===== config.mk =====
export PLATFORM = sky130hd
export DESIGN_NAME = static_route_table_forwarder
export DESIGN_NICKNAME = d
export VERILOG_FILES = /design/src/rtl/srtf_pkg.sv /design/src/rtl/static_route_table_forwarder.sv /design/src/rtl/srtf_table.sv
export SDC_FILE = /design/constraint.sdc
export NUM_CORES = 1
export LEC_CHECK = 0
export ABC_AREA = 1
export BUFFER_PORTS_ARGS = -buffer_cell sky130_fd_sc_hd__buf_2
export CAP_MARGIN = 10
export CORE_ASPECT_RATIO = 0.75
export CORE_MARGIN = 8
export CORE_UTILIZATION = 45
export DETAILED_ROUTE_END_ITERATION = 16
export SLEW_MARGIN = 20
export SYNTH_ARGS = -nofsm -noshare
export SYNTH_HDL_FRONTEND = slang
export SYNTH_SLANG_ARGS = --single-unit
export TNS_END_PERCENT = 10

===== constraint.sdc =====
create_clock -name clk -period 6.9 [get_ports clk]
set_clock_uncertainty 0.15 [all_clocks]
set_input_delay 1.035 -clock clk [delete_from_list [all_inputs] [get_ports clk]]
set_output_delay 1.035 -clock clk [all_outputs]
set_load 0.01 [all_outputs]

===== src/rtl/srtf_pkg.sv =====
// shared types and constants for the static route table forwarder
package srtf_pkg;

  localparam int MAX_ROUTES_DEF = 16;
  localparam int ADDR_W = 3;
  localparam int DATA_W = 32;

  localparam logic REG_GATEWAY = 1'b0;
  localparam logic REG_BCAST = 1'b1;

  typedef enum logic [1:0] {
    CMD_ROUTE = 2'd0,
    CMD_ADD = 2'd1,
    CMD_CLEAR = 2'd2
  } cmd_t;

  typedef enum logic [2:0] {
    ACT_DELIVER = 3'd0,
    ACT_SEND = 3'd1,
    ACT_DROP = 3'd2,
    ACT_STORED = 3'd3,
    ACT_FULL = 3'd4,
    ACT_INVALID = 3'd5,
    ACT_CLEARED = 3'd6
  } action_t;

  typedef enum logic [1:0] {
    ST_IDLE,
    ST_SCAN,
    ST_LAST,
    ST_DONE
  } state_t;

  typedef struct packed {
    logic [1:0] command;
    logic [7:0] dest_addr;
    logic [7:0] route_next_hop;
    logic [7:0] packet_next_hop;
    logic       direction_up;
  } req_t;

  typedef struct packed {
    logic [2:0] action;
    logic [7:0] next_hop_out;
    logic [4:0] route_count;
  } rsp_t;

  typedef struct packed {
    logic       en;
    logic       clr;
    logic [7:0] key;
    logic [7:0] hop;
  } tbl_wr_t;

  typedef struct packed {
    logic [7:0] key;
    logic [7:0] hop;
    logic       vld;
  } tbl_rd_t;

endpackage


===== src/rtl/static_route_table_forwarder.sv =====
// static route table forwarder top level: sequencer, scan compare and registers
//
// one request on in_data per in_valid/in_stall handshake, one result per request
// on out_data (a request with an unused command code gives no result)
// route and add requests scan the table one entry per cycle through a single
// 8-bit key comparator; the result is registered after the scan, last and done
// steps of the sequencer, and the next request is taken only once the
// sequencer is back in idle, after the result has been loaded
// clear requests go from acceptance straight to the done step with no scan, as
// do unused command codes; the scan length of the table sets the rate
// in_stall is high from acceptance until the result is loaded into the
// output register, so the next request may enter while a result waits
// a stalled result holds out_data; a later result then waits in the
// sequencer's final step, with in_stall high, until the output register frees
// registers on the apb port: gateway at 0x0, broadcast address at 0x4
// synchronous reset empties the table, clears the count and any pending
// result, and sets the gateway to 0 and the broadcast address to 255
module static_route_table_forwarder import srtf_pkg::*; #(
  parameter int MAX_ROUTES = MAX_ROUTES_DEF
) (
  input  logic              clk,
  input  logic              rst,
  input  logic              in_valid,
  output logic              in_stall,
  input  req_t              in_data,
  output logic              out_valid,
  input  logic              out_stall,
  output rsp_t              out_data,
  input  logic              psel,
  input  logic              penable,
  input  logic              pwrite,
  input  logic [ADDR_W-1:0] paddr,
  input  logic [DATA_W-1:0] pwdata,
  output logic [DATA_W-1:0] prdata,
  output logic              pready
);

  localparam int IDX_W = (MAX_ROUTES > 1) ? $clog2(MAX_ROUTES) : 1;
  localparam int CNT_W = $clog2(MAX_ROUTES + 1);

  state_t           state, state_next;
  req_t             req;
  logic [7:0]       gateway, bcast;
  logic [CNT_W-1:0] count, count_next;
  logic [IDX_W-1:0] scan_idx, rd_idx, hit_idx, free_idx;
  logic             rd_pend, hit, free_found;
  logic [7:0]       hit_hop;
  tbl_rd_t          rd;
  tbl_wr_t          wr;
  logic [IDX_W-1:0] wr_idx;
  logic             accept, load, out_busy, cmd_known, key_eq;
  rsp_t             rsp;
  logic [7:0]       hop_sel;
  logic [31:0]      count_ext;

  assign accept = in_valid && !in_stall;
  assign out_busy = out_valid && out_stall;
  assign cmd_known = (req.command == CMD_ROUTE) || (req.command == CMD_ADD) ||
                     (req.command == CMD_CLEAR);
  assign key_eq = (rd.key == req.dest_addr);

  // configuration port
  assign pready = 1'b1;
  assign prdata = (paddr[2] == REG_BCAST) ? {24'd0, bcast} : {24'd0, gateway};

  always_ff @(posedge clk) begin
    if (rst) begin
      gateway <= 8'd0;
      bcast <= 8'd255;
    end else if (psel && penable && pwrite && pready) begin
      if (paddr[2] == REG_BCAST) begin
        bcast <= pwdata[7:0];
      end else begin
        gateway <= pwdata[7:0];
      end
    end
  end

  srtf_table #(
    .MAX_ROUTES(MAX_ROUTES),
    .IDX_W(IDX_W)
  ) u_table (
    .clk(clk),
    .rst(rst),
    .rd_addr(scan_idx),
    .rd(rd),
    .wr_idx(wr_idx),
    .wr(wr)
  );

  always_comb begin
    state_next = state;
    case (state)
      ST_IDLE: begin
        if (accept) begin
          if ((in_data.command == CMD_ROUTE) || (in_data.command == CMD_ADD)) begin
            state_next = ST_SCAN;
          end else begin
            state_next = ST_DONE;
          end
        end
      end
      ST_SCAN: begin
        if (scan_idx == IDX_W'(MAX_ROUTES - 1)) begin
          state_next = ST_LAST;
        end
      end
      ST_LAST: state_next = ST_DONE;
      ST_DONE: begin
        if (!cmd_known || !out_busy) begin
          state_next = ST_IDLE;
        end
      end
      default: state_next = ST_IDLE;
    endcase
  end

  always_comb begin
    in_stall = (state != ST_IDLE);
    load = (state == ST_DONE) && cmd_known && !out_busy;
    hop_sel = hit ? hit_hop : gateway;
    wr = '0;
    wr.key = req.dest_addr;
    wr.hop = req.route_next_hop;
    wr_idx = hit ? hit_idx : free_idx;
    count_next = count;
    rsp.action = ACT_CLEARED;
    rsp.next_hop_out = 8'd0;
    case (req.command)
      CMD_ROUTE: begin
        if (req.direction_up &&
            ((req.dest_addr == req.packet_next_hop) || (req.dest_addr == bcast))) begin
          rsp.action = ACT_DELIVER;
        end else if (hop_sel == 8'd0) begin
          rsp.action = ACT_DROP;
        end else begin
          rsp.action = ACT_SEND;
          rsp.next_hop_out = hop_sel;
        end
      end
      CMD_ADD: begin
        if ((req.dest_addr == 8'd0) || (req.route_next_hop == 8'd0)) begin
          rsp.action = ACT_INVALID;
        end else if (hit) begin
          rsp.action = ACT_STORED;
          wr.en = load;
        end else if ((count == CNT_W'(MAX_ROUTES)) || !free_found) begin
          rsp.action = ACT_FULL;
        end else begin
          rsp.action = ACT_STORED;
          wr.en = load;
          count_next = count + CNT_W'(1);
        end
      end
      CMD_CLEAR: begin
        rsp.action = ACT_CLEARED;
        wr.clr = load;
        count_next = '0;
      end
      default: begin
        rsp.action = ACT_CLEARED;
      end
    endcase
    count_ext = 32'(count_next);
    rsp.route_count = count_ext[4:0];
  end

  always_ff @(posedge clk) begin
    if (rst) begin
      state <= ST_IDLE;
      count <= '0;
      out_valid <= 1'b0;
      rd_pend <= 1'b0;
    end else begin
      state <= state_next;
      rd_pend <= (state == ST_SCAN);
      if (load) begin
        count <= count_next;
        out_valid <= 1'b1;
      end else if (out_valid && !out_stall) begin
        out_valid <= 1'b0;
      end
    end
  end

  // scan address and single shared key compare
  always_ff @(posedge clk) begin
    if (accept) begin
      req <= in_data;
      scan_idx <= '0;
      hit <= 1'b0;
      free_found <= 1'b0;
    end else begin
      if (state == ST_SCAN) begin
        rd_idx <= scan_idx;
        scan_idx <= scan_idx + IDX_W'(1);
      end
      if (rd_pend) begin
        if (rd.vld && key_eq && !hit) begin
          hit <= 1'b1;
          hit_idx <= rd_idx;
          hit_hop <= rd.hop;
        end
        if (!rd.vld && !free_found) begin
          free_found <= 1'b1;
          free_idx <= rd_idx;
        end
      end
    end
  end

  always_ff @(posedge clk) begin
    if (load) begin
      out_data.action <= rsp.action;
      out_data.next_hop_out <= rsp.next_hop_out;
      out_data.route_count <= rsp.route_count;
    end
  end

`ifndef NO_ASSERTIONS
  a_stall_after_accept: assert property (@(posedge clk) disable iff (rst)
    accept |=> in_stall)
    else $error("request taken while a previous one is in progress");

  a_count_bound: assert property (@(posedge clk) disable iff (rst)
    count <= CNT_W'(MAX_ROUTES))
    else $error("route count exceeds table size");

  a_send_hop: assert property (@(posedge clk) disable iff (rst)
    out_valid && (out_data.action == ACT_SEND) |-> (out_data.next_hop_out != 8'd0))
    else $error("packet sent with zero next hop");

  a_other_hop: assert property (@(posedge clk) disable iff (rst)
    out_valid && (out_data.action != ACT_SEND) |-> (out_data.next_hop_out == 8'd0))
    else $error("next hop set on a result that is not a send");
`endif

endmodule


===== src/rtl/srtf_table.sv =====
// route table storage: key and hop memory with per-entry valid flags
module srtf_table import srtf_pkg::*; #(
  parameter int MAX_ROUTES = MAX_ROUTES_DEF,
  parameter int IDX_W = 4
) (
  input  logic             clk,
  input  logic             rst,
  input  logic [IDX_W-1:0] rd_addr,
  output tbl_rd_t          rd,
  input  logic [IDX_W-1:0] wr_idx,
  input  tbl_wr_t          wr
);

  logic [7:0]            key_mem [MAX_ROUTES];
  logic [7:0]            hop_mem [MAX_ROUTES];
  logic [MAX_ROUTES-1:0] valid;

  always_ff @(posedge clk) begin
    if (wr.en) begin
      key_mem[wr_idx] <= wr.key;
      hop_mem[wr_idx] <= wr.hop;
    end
    rd.key <= key_mem[rd_addr];
    rd.hop <= hop_mem[rd_addr];
    rd.vld <= valid[rd_addr];
  end

  always_ff @(posedge clk) begin
    if (rst || wr.clr) begin
      valid <= '0;
    end else if (wr.en) begin
      valid[wr_idx] <= 1'b1;
    end
  end

endmodule

======== Word-level counts from Yosys, hierarchy flattened ========
Memory sizes are Yosys's and may differ from the RTL's. A register that Yosys moved wholly into a read port is not among the register bits.
Cells that the tools add are included.
cells by class
  mux-type cells .......................... 31
  order comparisons ....................... 3
  reductions and logical operators ........ 44
  bitwise gates (word level) .............. 4
  eq/ne operators ......................... 14
  $add $sub $neg .......................... 2
operators by type and width
  operator                                              count
  equality test 8 bit                                   3
  zero test 8 bit                                       3
  2-to-1 mux 8 bit                                      2
  OR 16 bit                                             1
  2-to-1 mux 5 bit                                      3
  logical AND 1 bit                                     12
  2-to-1 mux 2 bit                                      6
  2-to-1 mux 1 bit                                      11
  < comparator 4 x 5 -> 1 bit (second input constant)   2
  one-hot mux 5 bit (2 select lines)                    1
  AND reduction 2 bit                                   5
  2-to-1 mux 3 bit                                      3
  AND reduction 3 bit                                   3
  logical OR 1 bit                                      8
  one-hot mux 2 bit (4 select lines)                    1
  zero test 1 bit                                       7
  equality test 2 x 1 -> 1 bit (second input constant)  3
  equality test 2 bit (second input constant)           3
  zero test 2 bit                                       3
  != test 2 bit (second input constant)                 3
  one-hot mux 3 bit (2 select lines)                    1
  adder 5 x 1 -> 5 bit (second input constant)          1
  equality test 5 bit (second input constant)           1
  adder 4 x 1 -> 4 bit (second input constant)          1
  8 further kinds                                       11
storage, ports and cells
  word-level logic and storage cells ...... 123
  bits in writable memories ............... 256
  input bits .............................. 69
  output and inout port bits .............. 51
  flip-flop bits (word level) ............. 111
  memories kept ........................... 2
memory list
  name             depth  width  rd ports  clocked after memory_dff  wr ports  RTL line          source
  u_table.hop_mem  16     8      1         1                         1         srtf_table.sv:15  logic [7:0] hop_mem [MAX_ROUTES];
  u_table.key_mem  16     8      1         1                         1         srtf_table.sv:14  logic [7:0] key_mem [MAX_ROUTES];

======== Logic depth before layout (Yosys ltp) ========
  depth after elaboration ................. 11
  depth in mapped cells ................... 12
  depth with buffers taken out ............ 12

======== Hierarchy ========
A second synthesis with hierarchy kept.
unflattened totals
  cell total of the unflattened synthesis .. 1634
  area total of the unflattened synthesis .. 16382.0 µm²
modules (own cells, without submodules)
  module                        times used  cells an instance  seq. area each (µm²)  area an instance (µm²)
  srtf_table                    1           1182               8348.0                12035.3
  static_route_table_forwarder  1           452                2512.4                4346.7

======== Worst setup path before layout ========
OpenSTA, ideal clock, no wires.
  kind .................................... input port to flip-flop
  start point ............................. input port out_stall
  end point ............................... memory u_table.hop_mem[6][0] (enable)
  buffers on the path ..................... 0
  slack ................................... 3.739 ns
  cell stages on the path ................. 5
  arrival ................................. 2.602 ns
  path through ............................ nand2_1 > nand2_1 > inv_2 > nand2_2 > nor3_1
between the ends
  cells in the longest elaborated chain, start to end .. 9
ends and longest elaborated chain
  what                                      RTL line                             source
  start, declared                           static_route_table_forwarder.sv:27   input logic out_stall,
  logical AND 1 bit *                       static_route_table_forwarder.sv:57   assign out_busy = out_valid && out_stall;
  zero test 1 bit *                         static_route_table_forwarder.sv:120  load = (state == ST_DONE) && cmd_known && !out_busy;
  logical AND 1 bit *                       static_route_table_forwarder.sv:120
  2-to-1 mux 1 bit                          static_route_table_forwarder.sv:147  end else if ((count == CNT_W'(MAX_ROUTES)) || !free_found) begin
  2-to-1 mux 1 bit *                        static_route_table_forwarder.sv:144  end else if (hit) begin
  2-to-1 mux 1 bit *                        static_route_table_forwarder.sv:142  if ((req.dest_addr == 8'd0) || (req.route_next_hop == 8'd0)) begin
  2-to-1 mux 1 bit *                        static_route_table_forwarder.sv:129  case (req.command)
  2-to-1 mux 1 bit *                        srtf_table.sv:19                     if (wr.en) begin
  2-to-1 mux 1 bit (not written as such) *  srtf_table.sv:21                     hop_mem[wr_idx] <= wr.hop;
  end, declared                             srtf_table.sv:15
Every way passes the cells marked *; elsewhere a longest branch is shown, timed or not.

======== Worst setup path in the final report ========
  start point ............................. register req[17] (netlist name)
  end point ............................... memory u_table.key_mem[8][6] (enable)
between the ends
  cells in the longest elaborated chain, start to end .. 6
ends and longest elaborated chain
  what                                    RTL line                             source
  start, declared                         static_route_table_forwarder.sv:42   req_t req;
  start signal, assigned                  static_route_table_forwarder.sv:189  req <= in_data;
  zero test 8 bit                         static_route_table_forwarder.sv:142
  logical OR 1 bit                        static_route_table_forwarder.sv:142
  2-to-1 mux 1 bit                        static_route_table_forwarder.sv:142
  2-to-1 mux 1 bit                        static_route_table_forwarder.sv:129
  2-to-1 mux 1 bit                        srtf_table.sv:19
  2-to-1 mux 1 bit (not written as such)  srtf_table.sv:20                     key_mem[wr_idx] <= wr.key;
  end, declared                           srtf_table.sv:14
No other way between the ends.

==> impl_metrics.yaml <==
run_status:
  outcome: "complete, no violations"
worst_setup_path:
  worstPathArrival_ns: 3.66
  slowest_delay_ns: 0.91
  path_buf_inv: 1
  path_max_fanout: 21
  end_kind: "register"
  crit_path_frequent_cell: "nor2_2"
  critPathSlowestCell: "edfxtp_1"
  cp.required_ns: 6.89
  crit_family: "simple AND/OR/NAND/NOR gates"
  timing_worst_setup_path_type: "reg2reg"
  crit_path_cell_trace: "nor2_1 -> nand2_1 -> nor2_2 -> nor2_8 -> inv_2 -> nor3_4 -> nand3_2 -> nor2_2"
  critPathLaunchType: "register"
cts:
  cts_buffer_depth: 3
  htreeDepth: 2
  post_cts_buffers: 0
  tritoncts: "yes"
  cts.repair.resized: 0
  cts_hold_buf: 0
  clk_pin_slew_ns: 0.06
  cts_root_buf: "clkbuf_16"
  clkLatencyLatePin_ns: 0.54
  clkSinkCount: 383
  numCtsBuffers: 38
synthesis:
  yosysTopAreaCellShare_pct: 61.97
  synthFlopType: "edfxtp_1"
  synth_warnings: 0
  yosys-top-cells-area: "edfxtp_1 62%, dfxtp_1 8.3%, nor2_1 4.4%, o21ai_0 4.0%, nand2_1 3.4%"
  synth-seq-cells: 383
  seq_area_frac_synth_pct: 70.26
  ys_top_cells_by_count: "319 x edfxtp_1, 182 x nor2_1, 138 x nand2_1"
  synth_edf_count: 319
  async_flop_share_pct: 0
  syn_avg_cell_area_um2: 11.79
  synth_cells: 1311
  synth_most_common_cell: "edfxtp_1"
  synth.distinct_cells: 42
  synth_area_leader_cell: "edfxtp_1"
  syn_area_um2: 15460
detailed_routing:
  drt_pre_antenna_iters: 5
  ant_nets: 0
  drc: 0
  viasPerCell: 5.286
  vias: 9827
  wl_per_cell_um: 19.80
  first_iter_violations: 917
  wirelength_mm: 36.82
floorplanning:
  chipWidth_um: 230.0
  start_util_pct: 45.91
  die_h_um: 176.5
  core_um2: 33670
  num_rows: 58
  ioPinCount: 120
  dieArea_um2: 40600
hold_path:
  hold_class: "reg2reg"
power:
  p_leak_nw: 6.187
  ir_worst_vdd_v: 0.0002259
  power_density_nw_per_um2: 359.2
sta:
  layout_worst_path_cycle_share_pct: 53.15
  setup_viol: 0
  period_needed_ns: 3.668
  finalMaxSlewViolations: 0
  tns_ns: 0
  rsz0062_at_grt: "no"
  hold_viol_final: 0
  maxSlewHeadroom_pct: 26.93
  fmax_mhz: 272.7
  worst_slew_pin_slew_ns: 1.095
global_routing:
  track_usage_pct: 17.82
  grt_pass1_wl_mm: 56.36
  grt_overflow_total: 0
  grt_pass1_vias: 9519
  grt_max_degree: 90
  antenna_found_initial: 0
layout:
  final_cells: 1859
  drive_gt1_share_pct: 13.85
  area_growth_pct: 12.29
  fill_cells: 2970
  final_util_pct: 51.55
  nets: 1459
flow_run:
  max_cap_viol_count: 0
place:
  dp_cells: 1788
  routabilityCongestion: 0.8074
  dp_hpwl_mm: 22.09
  portBuffers: 68
power breakdown:
group,leakage (nW),switching [mW],internal (mW)
Clock,0.577,0.844,1.12
Combinational,2.20,0.967,0.392
Sequential,3.41,0.157,2.75
final timing paths:
check | slack [ns] | cells after the start | from | end
min reg2reg | 0.25 | 0 | u_table.rd[2] | hit_hop[1]
min | 0.25 | 0 | u_table.rd[2] | hit_hop[1]
max | 3.23 | 8 | req[17] | u_table.key_mem[8][6]
max reg2reg | 3.23 | 8 | req[17] | u_table.key_mem[8][6]
flip-flops by register name, summed over array words and instances (netlist names):
signal	cells
bcast	8
count	5
free_found	1
free_idx	4
gateway	8
hit	1
hit_hop	8
hit_idx	4
out_data	16
out_valid	1
rd_idx	4
rd_pend	1
req	27
scan_idx	4
state	2
u_table.hop_mem	128
u_table.key_mem	128
u_table.rd	17
u_table.valid	16
layout by cell type, fill, tap and decap left out, types with 4 or more instances in the layout:
cell and n:
o211ai_1 7, o21ai_1 56, nor3_1 5, o22ai_1 38
a21oi_2 9, clkbuf_16 41, nand2_1 138, ha_1 12
nand2_2 11, dfxtp_1 62, a21oi_1 39, clkbuf_1 15
buf_4 23, nor2_1 180, nand4_1 9, o221ai_1 26
inv_2 13, xnor2_1 10, inv_1 75, conb_1 25
o21ai_0 122, nand3_1 58, buf_2 68, edfxtp_1 319
clkinv_2 7, nor2_2 4, clkinv_1 6
stage by stage:
| stage | hold WS, ns | setup slack (ns) | total power [mW] | instance area [um2] |
|---|---|---|---|---|
| finish | 0.2534 | 3.232 | 6.234 | 17360 |
| global route | 0.2576 | 2.984 | 6.542 | 17350 |
| CTS | 0.2565 | 3.231 | 6.266 | 17350 |
| detailed placement | 0.2428 | 3.248 | 4.310 | 16170 |
| global placement | 0.2414 | 3.296 | 4.289 | 16170 |
| floorplan | 0.2355 | 3.739 | 3.807 | 15540 |
cell type report:
cell class | count | area (um2) | area share [%]
antenna | 1 | 2.502 | 0.01442
clock buffer | 59 | 1124 | 6.474
clock inverter | 11 | 53.80 | 0.3100
inverter | 92 | 347.8 | 2.004
multi-input combinational | 772 | 3887 | 22.40
sequential | 383 | 10870 | 62.60
tap | 450 | 563.0 | 3.244
timing repair buffer | 91 | 513.0 | 2.956
routing by layer:
metal	wire, um	global-route usage, %	up-vias
met1	17650	26.07	4768
met2	16380	27.62	277
met3	2366	3.400	38
met5	0	0	-
met4	427	3.478	0
li1	-	-	4744
logic make-up after synthesis:
family	after synthesis	synth area share (%)
and+or+nand+nor	420	11.56
DFF	383	70.26
AOI/OAI and AO/OA	304	11.31
buffers and inverters	179	5.213
adders and majority gates	12	0.9713
xor gates and xnor gates	10	0.5666
other	2	0.04859
muxes	1	0.07285
Note: power is estimated with default switching activity, not from simulation.
